[src/rtl/swmf_pkg.sv]
package swmf_pkg;

   localparam int SAMPLE_W       = 16;  // sample and result word width
   localparam int CFG_W          = 4;   // window length register width
   localparam int SEEN_W         = 5;   // per-record sample counter width
   localparam int MAX_WINDOW_DEF = 15;  // default window store depth

   // per-cycle commands shared by every cell of the chain
   typedef struct packed {
      logic shift;  // new word enters, probes reload, rank counts clear
      logic step;   // rotate probes one cell and accumulate ranks
   } cell_ctrl_type;

endpackage

[src/rtl/swmf_cell.sv]
// One window cell: holds a stored sample and a circulating probe, and
// counts how many probes fall below / at-or-below its own sample.
module swmf_cell #(
   parameter int CNT_W = 4
) (
   input  logic                                clock,
   input  swmf_pkg::cell_ctrl_type             ctrl,
   input  logic                                active,
   input  logic        [CNT_W-1:0]             half_w,
   input  logic signed [swmf_pkg::SAMPLE_W-1:0] shift_in,
   input  logic signed [swmf_pkg::SAMPLE_W-1:0] probe_in,
   output logic signed [swmf_pkg::SAMPLE_W-1:0] sample,
   output logic signed [swmf_pkg::SAMPLE_W-1:0] probe,
   output logic                                match
);
   import swmf_pkg::*;

   logic signed [SAMPLE_W-1:0] sample_ff;
   logic signed [SAMPLE_W-1:0] probe_ff;
   logic        [CNT_W-1:0]    less_ff;
   logic        [CNT_W-1:0]    leq_ff;

   always_ff @(posedge clock) begin
      if (ctrl.shift) begin
         sample_ff <= shift_in;
         probe_ff  <= shift_in;
         less_ff   <= '0;
         leq_ff    <= '0;
      end else if (ctrl.step) begin
         probe_ff <= probe_in;
         if (active) begin
            if (probe_ff < sample_ff) begin
               less_ff <= less_ff + CNT_W'(1);
            end
            if (probe_ff <= sample_ff) begin
               leq_ff <= leq_ff + CNT_W'(1);
            end
         end
      end
   end

   // this sample's value is the middle order statistic
   assign match  = active && (less_ff <= half_w) && (leq_ff > half_w);
   assign sample = sample_ff;
   assign probe  = probe_ff;

endmodule

[src/rtl/sliding_window_median_filter.sv]
// Channel  | Direction | Ports                                   | Moves
// req      | in        | req_valid req_stall req_sample req_last | one sample word
// rsp      | out       | rsp_valid rsp_stall rsp_value           | one result word
//          |           | rsp_end_of_record                       |
// csr      | in        | csr_write_enable csr_write_data         | window length
//
// Pass-through (even window): accept, then load result reg; req stalls until idle.
// Odd window with a median due: accept, rotate the probes around the w-cell chain,
// then load result reg. Trailing zeros on a last word: one per unstalled cycle.
// Reset is synchronous, clears control; window store contents are don't-care.
// A stalled rsp holds the result register and the block waits in emit.
module sliding_window_median_filter #(
   parameter int MAX_WINDOW = swmf_pkg::MAX_WINDOW_DEF
) (
   input  logic                                 clock,
   input  logic                                 reset,
   input  logic                                 req_valid,
   output logic                                 req_stall,
   input  logic signed [swmf_pkg::SAMPLE_W-1:0] req_sample,
   input  logic                                 req_last,
   output logic                                 rsp_valid,
   input  logic                                 rsp_stall,
   output logic signed [swmf_pkg::SAMPLE_W-1:0] rsp_value,
   output logic                                 rsp_end_of_record,
   input  logic                                 csr_write_enable,
   input  logic        [swmf_pkg::CFG_W-1:0]    csr_write_data
);
   import swmf_pkg::*;

   localparam int CNT_W   = $clog2(MAX_WINDOW + 1);
   localparam int IDX_W   = $clog2(MAX_WINDOW);
   localparam int WIDE_W  = (CNT_W > CFG_W) ? CNT_W : CFG_W;
   localparam int CMP_W   = (CNT_W > SEEN_W) ? CNT_W : SEEN_W;
   localparam int CLAMP_W = (MAX_WINDOW - 1) | 1;  // largest odd window that fits
   localparam logic [SEEN_W-1:0] SEEN_MAX = '1;

   typedef enum logic [1:0] {ST_IDLE, ST_SORT, ST_EMIT} state_type;

   state_type               state_ff;
   logic [CFG_W-1:0]        win_len_ff;
   logic [SEEN_W-1:0]       seen_ff;
   logic                    main_pend_ff;   // main (centered) result still owed
   logic                    main_med_ff;    // main result comes from the cells
   logic signed [SAMPLE_W-1:0] main_val_ff;
   logic [CNT_W-1:0]        zeros_ff;       // trailing zeros still owed
   logic                    last_ff;
   logic [CNT_W-1:0]        sort_cnt_ff;
   logic                    rsp_valid_ff;
   logic signed [SAMPLE_W-1:0] rsp_value_ff;
   logic                    rsp_eor_ff;

   // window size decode
   logic [WIDE_W-1:0] wsz_wide;
   logic [WIDE_W-1:0] weff_wide;
   logic [CNT_W-1:0]  w_eff;
   logic [CNT_W-1:0]  half_w;
   logic              pass_thru;

   always_comb begin
      wsz_wide  = WIDE_W'(win_len_ff);
      weff_wide = (wsz_wide > WIDE_W'(MAX_WINDOW)) ? WIDE_W'(CLAMP_W) : wsz_wide;
      w_eff     = CNT_W'(weff_wide);
      half_w    = w_eff >> 1;
      pass_thru = !win_len_ff[0];
   end

   // per-word decisions at accept
   logic              req_accept;
   logic [SEEN_W-1:0] seen_c;
   logic [CMP_W-1:0]  c_wide;
   logic [CMP_W-1:0]  h_wide;
   logic [CMP_W-1:0]  w_wide;
   logic              has_main;
   logic              need_med;
   logic [CNT_W-1:0]  zeros_new;

   assign req_stall  = (state_ff != ST_IDLE);
   assign req_accept = req_valid && !req_stall;

   always_comb begin
      seen_c   = (seen_ff < SEEN_MAX) ? seen_ff + SEEN_W'(1) : SEEN_MAX;
      c_wide   = CMP_W'(seen_c);
      h_wide   = CMP_W'(half_w);
      w_wide   = CMP_W'(w_eff);
      has_main = pass_thru || (c_wide > h_wide);
      need_med = !pass_thru && (c_wide >= w_wide);
      if (pass_thru || !req_last) begin
         zeros_new = '0;
      end else if (c_wide > h_wide) begin
         zeros_new = half_w;
      end else begin
         zeros_new = CNT_W'(seen_c);  // short record: fits since c <= h
      end
   end

   // cell chain
   cell_ctrl_type              cell_ctrl;
   logic signed [SAMPLE_W-1:0] cell_sample [MAX_WINDOW];
   logic signed [SAMPLE_W-1:0] cell_probe  [MAX_WINDOW];
   logic        [MAX_WINDOW-1:0] cell_match;
   logic        [IDX_W-1:0]    wrap_idx;

   assign cell_ctrl.shift = req_accept;
   assign cell_ctrl.step  = (state_ff == ST_SORT);
   assign wrap_idx        = IDX_W'(w_eff - CNT_W'(1));  // probe ring closes at w-1

   for (genvar i = 0; i < MAX_WINDOW; i++) begin : g_cell
      logic signed [SAMPLE_W-1:0] shift_src;
      logic signed [SAMPLE_W-1:0] probe_src;
      if (i == 0) begin : g_head
         assign shift_src = req_sample;
         assign probe_src = cell_probe[wrap_idx];
      end else begin : g_body
         assign shift_src = cell_sample[i-1];
         assign probe_src = cell_probe[i-1];
      end
      swmf_cell #(
         .CNT_W (CNT_W)
      ) u_cell (
         .clock    (clock),
         .ctrl     (cell_ctrl),
         .active   (CNT_W'(i) < w_eff),
         .half_w   (half_w),
         .shift_in (shift_src),
         .probe_in (probe_src),
         .sample   (cell_sample[i]),
         .probe    (cell_probe[i]),
         .match    (cell_match[i])
      );
   end

   // matching cells all hold the same value, so OR-merge is exact
   logic signed [SAMPLE_W-1:0] med_value;
   always_comb begin
      med_value = '0;
      for (int i = 0; i < MAX_WINDOW; i++) begin
         med_value = med_value | (cell_match[i] ? cell_sample[i] : '0);
      end
   end

   logic out_free;
   assign out_free = !rsp_valid_ff || !rsp_stall;

   always_ff @(posedge clock) begin
      if (reset) begin
         state_ff       <= ST_IDLE;
         win_len_ff     <= CFG_W'(1);
         seen_ff        <= '0;
         main_pend_ff   <= 1'b0;
         main_med_ff    <= 1'b0;
         zeros_ff       <= '0;
         last_ff        <= 1'b0;
         sort_cnt_ff    <= '0;
         rsp_valid_ff   <= 1'b0;
      end else begin
         if (csr_write_enable) begin
            win_len_ff <= csr_write_data;
         end
         // emit reloads the result register itself
         if (rsp_valid_ff && !rsp_stall && state_ff != ST_EMIT) begin
            rsp_valid_ff <= 1'b0;
         end
         case (state_ff)
            ST_IDLE: begin
               if (req_accept) begin
                  seen_ff      <= req_last ? '0 : seen_c;
                  main_pend_ff <= has_main;
                  main_med_ff  <= need_med;
                  main_val_ff  <= pass_thru ? req_sample : '0;
                  zeros_ff     <= zeros_new;
                  last_ff      <= req_last;
                  sort_cnt_ff  <= '0;
                  if (need_med) begin
                     state_ff <= ST_SORT;
                  end else if (has_main || zeros_new != '0) begin
                     state_ff <= ST_EMIT;
                  end
               end
            end
            ST_SORT: begin
               sort_cnt_ff <= sort_cnt_ff + CNT_W'(1);
               if (sort_cnt_ff == w_eff - CNT_W'(1)) begin
                  state_ff <= ST_EMIT;
               end
            end
            ST_EMIT: begin
               if (out_free) begin
                  rsp_valid_ff <= 1'b1;
                  if (main_pend_ff) begin
                     rsp_value_ff <= main_med_ff ? med_value : main_val_ff;
                     rsp_eor_ff   <= last_ff && (zeros_ff == '0);
                     main_pend_ff <= 1'b0;
                     if (zeros_ff == '0) begin
                        state_ff <= ST_IDLE;
                     end
                  end else begin
                     rsp_value_ff <= '0;
                     rsp_eor_ff   <= last_ff && (zeros_ff == CNT_W'(1));
                     zeros_ff     <= zeros_ff - CNT_W'(1);
                     if (zeros_ff == CNT_W'(1)) begin
                        state_ff <= ST_IDLE;
                     end
                  end
               end
            end
            default: begin
               state_ff <= ST_IDLE;
            end
         endcase
      end
   end

   assign rsp_valid         = rsp_valid_ff;
   assign rsp_value         = rsp_value_ff;
   assign rsp_end_of_record = rsp_eor_ff;

   // a median is about to be emitted: at least one cell must claim it
   a_med_found: assert property (@(posedge clock) disable iff (reset)
      (state_ff == ST_EMIT && main_pend_ff && main_med_ff) |-> (cell_match != '0))
      else $error("no cell holds the median");

   // trailing zeros are only owed for a last word
   a_zeros_last: assert property (@(posedge clock) disable iff (reset)
      (state_ff != ST_IDLE && zeros_ff != '0) |-> last_ff)
      else $error("trailing zeros without a last word");

   // probe rotation never runs past the window
   a_sort_bound: assert property (@(posedge clock) disable iff (reset)
      (state_ff == ST_SORT) |-> (sort_cnt_ff < w_eff))
      else $error("sort step count overran the window");

   // emit state always owes something
   a_emit_owed: assert property (@(posedge clock) disable iff (reset)
      (state_ff == ST_EMIT) |-> (main_pend_ff || zeros_ff != '0))
      else $error("emit state with nothing to send");

endmodule
[config.mk]
export PLATFORM = sky130hd
export DESIGN_NAME = sliding_window_median_filter
export DESIGN_NICKNAME = d
export VERILOG_FILES = /design/src/rtl/swmf_pkg.sv /design/src/rtl/swmf_cell.sv /design/src/rtl/sliding_window_median_filter.sv
export SDC_FILE = /design/constraint.sdc
export NUM_CORES = 2
export LEC_CHECK = 0
export BUFFER_PORTS_ARGS = -buffer_cell sky130_fd_sc_hd__buf_4
export CORE_UTILIZATION = 30
export CTS_CLUSTER_SIZE = 25
export DETAILED_ROUTE_END_ITERATION = 10
export SYNTH_ARGS = -nofsm -noshare
export SYNTH_HDL_FRONTEND = slang
export SYNTH_SLANG_ARGS = --single-unit
export TNS_END_PERCENT = 100
[constraint.sdc]
create_clock -name clock -period 17.78 [get_ports clock]
set_clock_uncertainty 0.15 [all_clocks]
set_input_delay 3.556 -clock clock [delete_from_list [all_inputs] [get_ports clock]]
set_output_delay 3.556 -clock clock [all_outputs]
set_load 0.005 [all_outputs]
# [After elaboration in Yosys (flattened, before gate mapping)]
# Cells that the tools add are included.
[totals] mem_count=0 mem_bits_rw=0 inputBits=26 latch_bits=0 out_inout_bits=19 rom_bits=0 elab_cells=379 reg_bits=656
[classes] n_div=0 reduce_logical=89 add_sub_neg=34 mul=0 order_cmp=80 n_bitwise=16 muxes=76 eq_ne=12 n_shift=0
[op_table] operator="$mux W16" count=48
[op_table] operator="$le A16 B16 Y1" count=15
[op_table] operator="$lt A16 B16 Y1" count=15
[op_table] operator="$or A16 B16 Y16" count=14
[op_table] operator="$add A4 B1 Y4 const B" count=31
[op_table] operator="$reduce_and A3 Y1" count=33
[op_table] operator="$bmux W16 S4" count=1
[op_table] operator="$gt A4 B3 Y1" count=15
[op_table] operator="$le A4 B3 Y1" count=15
[op_table] operator="$logic_and A1 B1 Y1" count=36
[op_table] operator="$lt A4 B4 Y1 const A" count=7
[op_table] operator="$mux W4" count=7
[op_table] operator="$lt A3 B4 Y1 const A" count=4
[op_table] operator="$mux W2" count=8
[op_table] operator="$pmux W4 S2" count=2
[op_table] operator="$mux W5" count=2
[op_table] operator="$ne A3 B3 Y1 const B" count=3
[op_table] operator="$lt A1 B4 Y1 const A" count=2
[op_table] operator="$lt A2 B4 Y1 const A" count=2
[op_table] operator="$ne A2 B2 Y1 const B" count=4
[op_table] operator="$reduce_bool A2 Y1" count=4
[op_table] operator="$sub A4 B1 Y4 const B" count=2
[op_table] operator="$mux W1" count=6
[op_table] operator="$pmux W2 S3" count=1
[op_table] operator="22 further kinds" count=30

# [Depth between registers and ports, before layout]
[depth] ltp_word=21 depth_mapped=12 ltp_nobuf=11

# [Cells and area by module]
# Synthesis repeated with hierarchy kept, for this count alone.
[unflattened] hier_cells=3375 area_unflattened_um2=38743.4
[by_module_without_submodules] module="swmf_cell" area_each_um2=2179.6 cells_per_inst=185 seq_area_each_um2=1121.1 n_inst=15
[by_module_without_submodules] module="sliding_window_median_filter" area_each_um2=6049.6 cells_per_inst=600 seq_area_each_um2=1451.4 n_inst=1

# [Least setup slack after synthesis]
# No wires, ideal clock.
[synth_timing] kind="input -> register" startpoint="in req_valid" endpoint="reg g_cell[0].u_cell.sample_ff[0] (enable)" setup_ps=698 path_slack_ps=6214 t_required_ps=16932 path_stages=4 path_buffers=2 arrival_ps=10718 path_cell_list="nand2_1 -> inv_1 -> clkbuf_1 -> clkbuf_1"
[synth_between] elab_chain_len=1
[synth_lines] element="from (decl)" line="sliding_window_median_filter.sv:17" source="input logic req_valid,"
[synth_lines] element="$logic_and A1 B1 Y1" line="sliding_window_median_filter.sv:78" source="assign req_accept = req_valid && !req_stall;"
[synth_lines] element="via req_accept" line="sliding_window_median_filter.sv:68" source="logic req_accept;"
[synth_lines] element="to (signal assigned)" line="swmf_cell.sv:25" source="sample_ff <= shift_in;"
[synth_lines] element="to (decl)" line="swmf_cell.sv:18" source="logic signed [SAMPLE_W-1:0] sample_ff;"
# The timed path passes the listed nets, and every way through them passes these cells.
# A chain may end at the register's enable or synchronous reset.

# [Worst setup path after layout]
[layout_timing] startpoint="in req_valid" endpoint="reg g_cell[9].u_cell.probe_ff[0] (data pin)"
[layout_between] elab_chain_len=2
[layout_lines] element="$logic_and A1 B1 Y1" line="sliding_window_median_filter.sv:78"
[layout_lines] element="$mux W16" line="swmf_cell.sv:24" source="if (ctrl.shift) begin"
[layout_lines] element="to (signal assigned)" line="swmf_cell.sv:26" source="probe_ff <= shift_in;"
[layout_lines] element="to (signal assigned)" line="swmf_cell.sv:30" source="probe_ff <= probe_in;"
[layout_lines] element="to (decl)" line="swmf_cell.sv:19" source="logic signed [SAMPLE_W-1:0] probe_ff;"
# No other way between the ends.

==> impl_metrics.json <==
{
  "post-route-period-util": 0.4086,
  "drt_first_pass_iters": 6,
  "design.core.area_um2": 120400,
  "synth_nets": 3738,
  "detailedPlacementHpwl_um": 79500,
  "die_width_um": 351.3,
  "power.static_leakage_nw": 16.37,
  "numPortBuffers": 44,
  "detail_route.wl_per_cell_um": 21.43,
  "final_cell_mix": "sky130_fd_sc_hd__edfxtp_1 (513), sky130_fd_sc_hd__nand2_1 (383), sky130_fd_sc_hd__ha_1 (374), sky130_fd_sc_hd__inv_1 (339), sky130_fd_sc_hd__o21ai_0 (324)",
  "global_route_track_usage_on_met3": 0.04024,
  "met2_usage": 0.2664,
  "chipHeight_um": 351.3,
  "result_of_the_run": "completed",
  "overall_routed_net_length_um": 108300,
  "cts_made_buffers": 75,
  "antenna_violations_before_repair": 5,
  "p_clk_frac": 0.296,
  "sequential_fraction_of_the_synthesis_area": 0.4992,
  "hold_violations": 0,
  "clk_sink_count": 656,
  "ios": 45,
  "synth-warning-count": 0,
  "detailed_place.area_um2": 38840,
  "grt_usage": 0.1730,
  "cts_max_level": 3,
  "cts_hold_buf": 0,
  "cpMostUsedCell": "sky130_fd_sc_hd__buf_4",
  "start_util": 0.3038,
  "critical_path_required_ps": 17950,
  "fp-row-count": 127,
  "setup_violations": 0,
  "synth_top_area_frac": 0.4209,
  "report.final.slew_viol_count": 0,
  "grt_pass1_vias": 24860,
  "layoutNonFillerInstCount": 5053,
  "switching_share": 0.3378,
  "intPower_mw": 3.424,
  "post-cts-setup-buffer-count": 0,
  "crit_path_cell_trace": "buf_4 -> nand2_4 -> buf_4 -> inv_8 -> buf_12 -> buf_4 -> o21ai_0",
  "switchingPower_mw": 1.747,
  "tns_ps": 0,
  "cp_data_arrival_time_ps": 7440,
  "comb_power_share": 0.259,
  "grt_max_degree": 179,
  "timing.fmax_mhz": 137.7,
  "timing.critical_path.from_type": "input port",
  "overflow": 0,
  "crit_fanout": 178,
  "routed_via_count": 26360,
  "synth_enable_flop_cells": 513,
  "critical_path_endpoint_category": "flop",
  "slew_headroom": 0.2373,
  "maxCapViolCount": 0,
  "synth_top_cells_by_area": "sky130_fd_sc_hd__edfxtp_1 (42%), sky130_fd_sc_hd__ha_1 (13%), sky130_fd_sc_hd__dfxtp_1 (7.8%)",
  "drive_gt1_frac": 0.08811,
  "power_frac_seq": 0.445,
  "post-route-cell-area_um2": 41230,
  "tritoncts": "done",
  "timing.critical_path.slowest_cell_delay_ps": 920,
  "worst_ir_drop_vdd_uv": 77.29,
  "cts-root-to-sink-buffers": 3,
  "die_area_um2": 123400,
  "syn-instance-count": 3337,
  "synth.avg_cell_area_um2": 10.97,
  "crit_slowest_cell": "sky130_fd_sc_hd__buf_4",
  "via_per_inst": 5.216,
  "drcViolationCount": 0,
  "number_of_cells_after_detailed_placement": 4913,
  "ys_ff_latch": 656,
  "clk-insertion-delay-late_ps": 620,
  "fin_crit_ps": 7265,
  "postSynth.asyncResetShare": 0,
  "area_growth_syn_to_layout_pct": 12.66,
  "post_synth_instance_area_um2": 36600,
  "finalWeightedCongestion": 0.9198,
  "yosys_most_used_dff": "sky130_fd_sc_hd__edfxtp_1",
  "hold_path_class": "reg2reg",
  "antenna_violating_nets_post_route": 0,
  "pwr_density_cell_nw_per_um2": 125.4,
  "final_common_cell": "sky130_fd_sc_hd__edfxtp_1",
  "drtIter0Drc": 2919,
  "rsz_0062_raised_after_global_routing": "false",
  "worst_pin_slew_ps": 1144,
  "synth_cell_type_count": 91,
  "cts_root_buf": "sky130_fd_sc_hd__clkbuf_16",
  "critical_path_class": "in2reg",
  "gr-usage-met1": 0.2388,
  "nNetsFinal": 3779,
  "yosys.area.top_type": "sky130_fd_sc_hd__edfxtp_1",
  "postCtsResizedCells": 0,
  "clk_pin_slew_ps": 60,
  "grt_first_pass_wirelength_um": 157500,
  "grt-busiest-layer": "met2",
  "overall_power_consumption_mw": 5.171
}
registers in the layout, indices dropped and copies added (netlist names), 4 cells and up:
signal                 cells
win_len_ff                 4
main_val_ff               16
rsp_value                 16
g_cell.u_cell.leq_ff      60
zeros_ff                   4
sort_cnt_ff                4
g_cell.u_cell.less_ff     60
g_cell.u_cell.probe      240
seen_ff                    5
g_cell.u_cell.sample     240
metal layers:
| metal | vias up | part of all wire |
|---|---|---|
| li1 | 12470 | - |
| met1 | 12760 | 0.44 |
| met2 | 978 | 0.44 |
| met3 | 153 | 0.095 |
| met4 | 2 | 0.027 |
| met5 | - | 0.00012 |
metrics by stage:
stage          setup slack, ps  utilization  hold slack, ps
2_1_floorplan             6214            -           274.7
3_3_place_gp              9987       0.3224           278.6
3_5_place_dp              9910       0.3224           284.6
4_1_cts                  10580       0.3423           298.1
5_1_grt                  10250       0.3423           303.2
6_report                 10520       0.3423           299.0
worst max-delay path: cells and delay by family:
| family | cells | cell delay (ps) |
|---|---|---|
| compound gates | 1 | 190 |
| buf+inv | 5 | 2860 |
| simple gates | 1 | 450 |
power groups by stage:
stage / Combinational [mW] / Clock [mW] / Sequential [mW]
6_report: 1.34 / 1.53 / 2.30
5_1_grt: 1.49 / 1.61 / 2.33
4_1_cts: 1.34 / 1.56 / 2.29
3_5_place_dp: 1.33 / 0 / 2.32
3_3_place_gp: 1.30 / 0 / 2.31
2_1_floorplan: 0.914 / 0 / 2.26
cells in the mapped netlist (19+ instances only):
master	n
sky130_fd_sc_hd__nand3_1	88
sky130_fd_sc_hd__nand4_1	71
sky130_fd_sc_hd__a221oi_1	34
sky130_fd_sc_hd__o21a_1	30
sky130_fd_sc_hd__a22oi_1	25
sky130_fd_sc_hd__and3_1	20
sky130_fd_sc_hd__nor3_1	19
sky130_fd_sc_hd__dfxtp_1	143
sky130_fd_sc_hd__o21ai_0	325
sky130_fd_sc_hd__inv_1	341
sky130_fd_sc_hd__a31oi_1	23
sky130_fd_sc_hd__o211ai_1	32
sky130_fd_sc_hd__buf_2	20
sky130_fd_sc_hd__ha_1	375
sky130_fd_sc_hd__a21o_1	29
sky130_fd_sc_hd__xnor2_1	31
sky130_fd_sc_hd__mux4_2	48
sky130_fd_sc_hd__a21oi_1	97
sky130_fd_sc_hd__nand2_1	385
sky130_fd_sc_hd__nor2b_1	66
sky130_fd_sc_hd__o22ai_1	26
sky130_fd_sc_hd__edfxtp_1	513
sky130_fd_sc_hd__clkbuf_1	92
sky130_fd_sc_hd__nor2_1	108
sky130_fd_sc_hd__mux2i_1	87
sky130_fd_sc_hd__a22o_1	43
cell families after synthesis:
kind of cell | after synthesis | synth area share
compound gates | 811 | 0.1482
buf+inv | 468 | 0.04910
xor+xnor | 45 | 0.01149
mux | 137 | 0.05395
flops | 656 | 0.4992
simple gates | 845 | 0.1099
fa+ha+maj | 375 | 0.1282
worst paths after layout:
check | endpoint | from | depth (start not counted) | slack (ps)
worst min register to register | last_ff | last_ff | 2 | 300
worst min-delay path | last_ff | last_ff | 2 | 300
worst max register to register | g_cell[9].u_cell.probe[0] | state_ff[1] | 7 | 12690
worst max-delay path | g_cell[9].u_cell.probe[0] | req_valid | 7 | 10520
cell type report:
cell class | count | area, um^2
fill | 12090 | 79220
sequential | 656 | 18270
multi-input combinational | 2213 | 16570
clock buffer | 101 | 2100
tap | 1612 | 2017
inverter | 342 | 1291
timing repair buffer | 90 | 688.2
clock inverter | 37 | 289.0
antenna | 2 | 5.005
(Power assumes the default switching activity.)
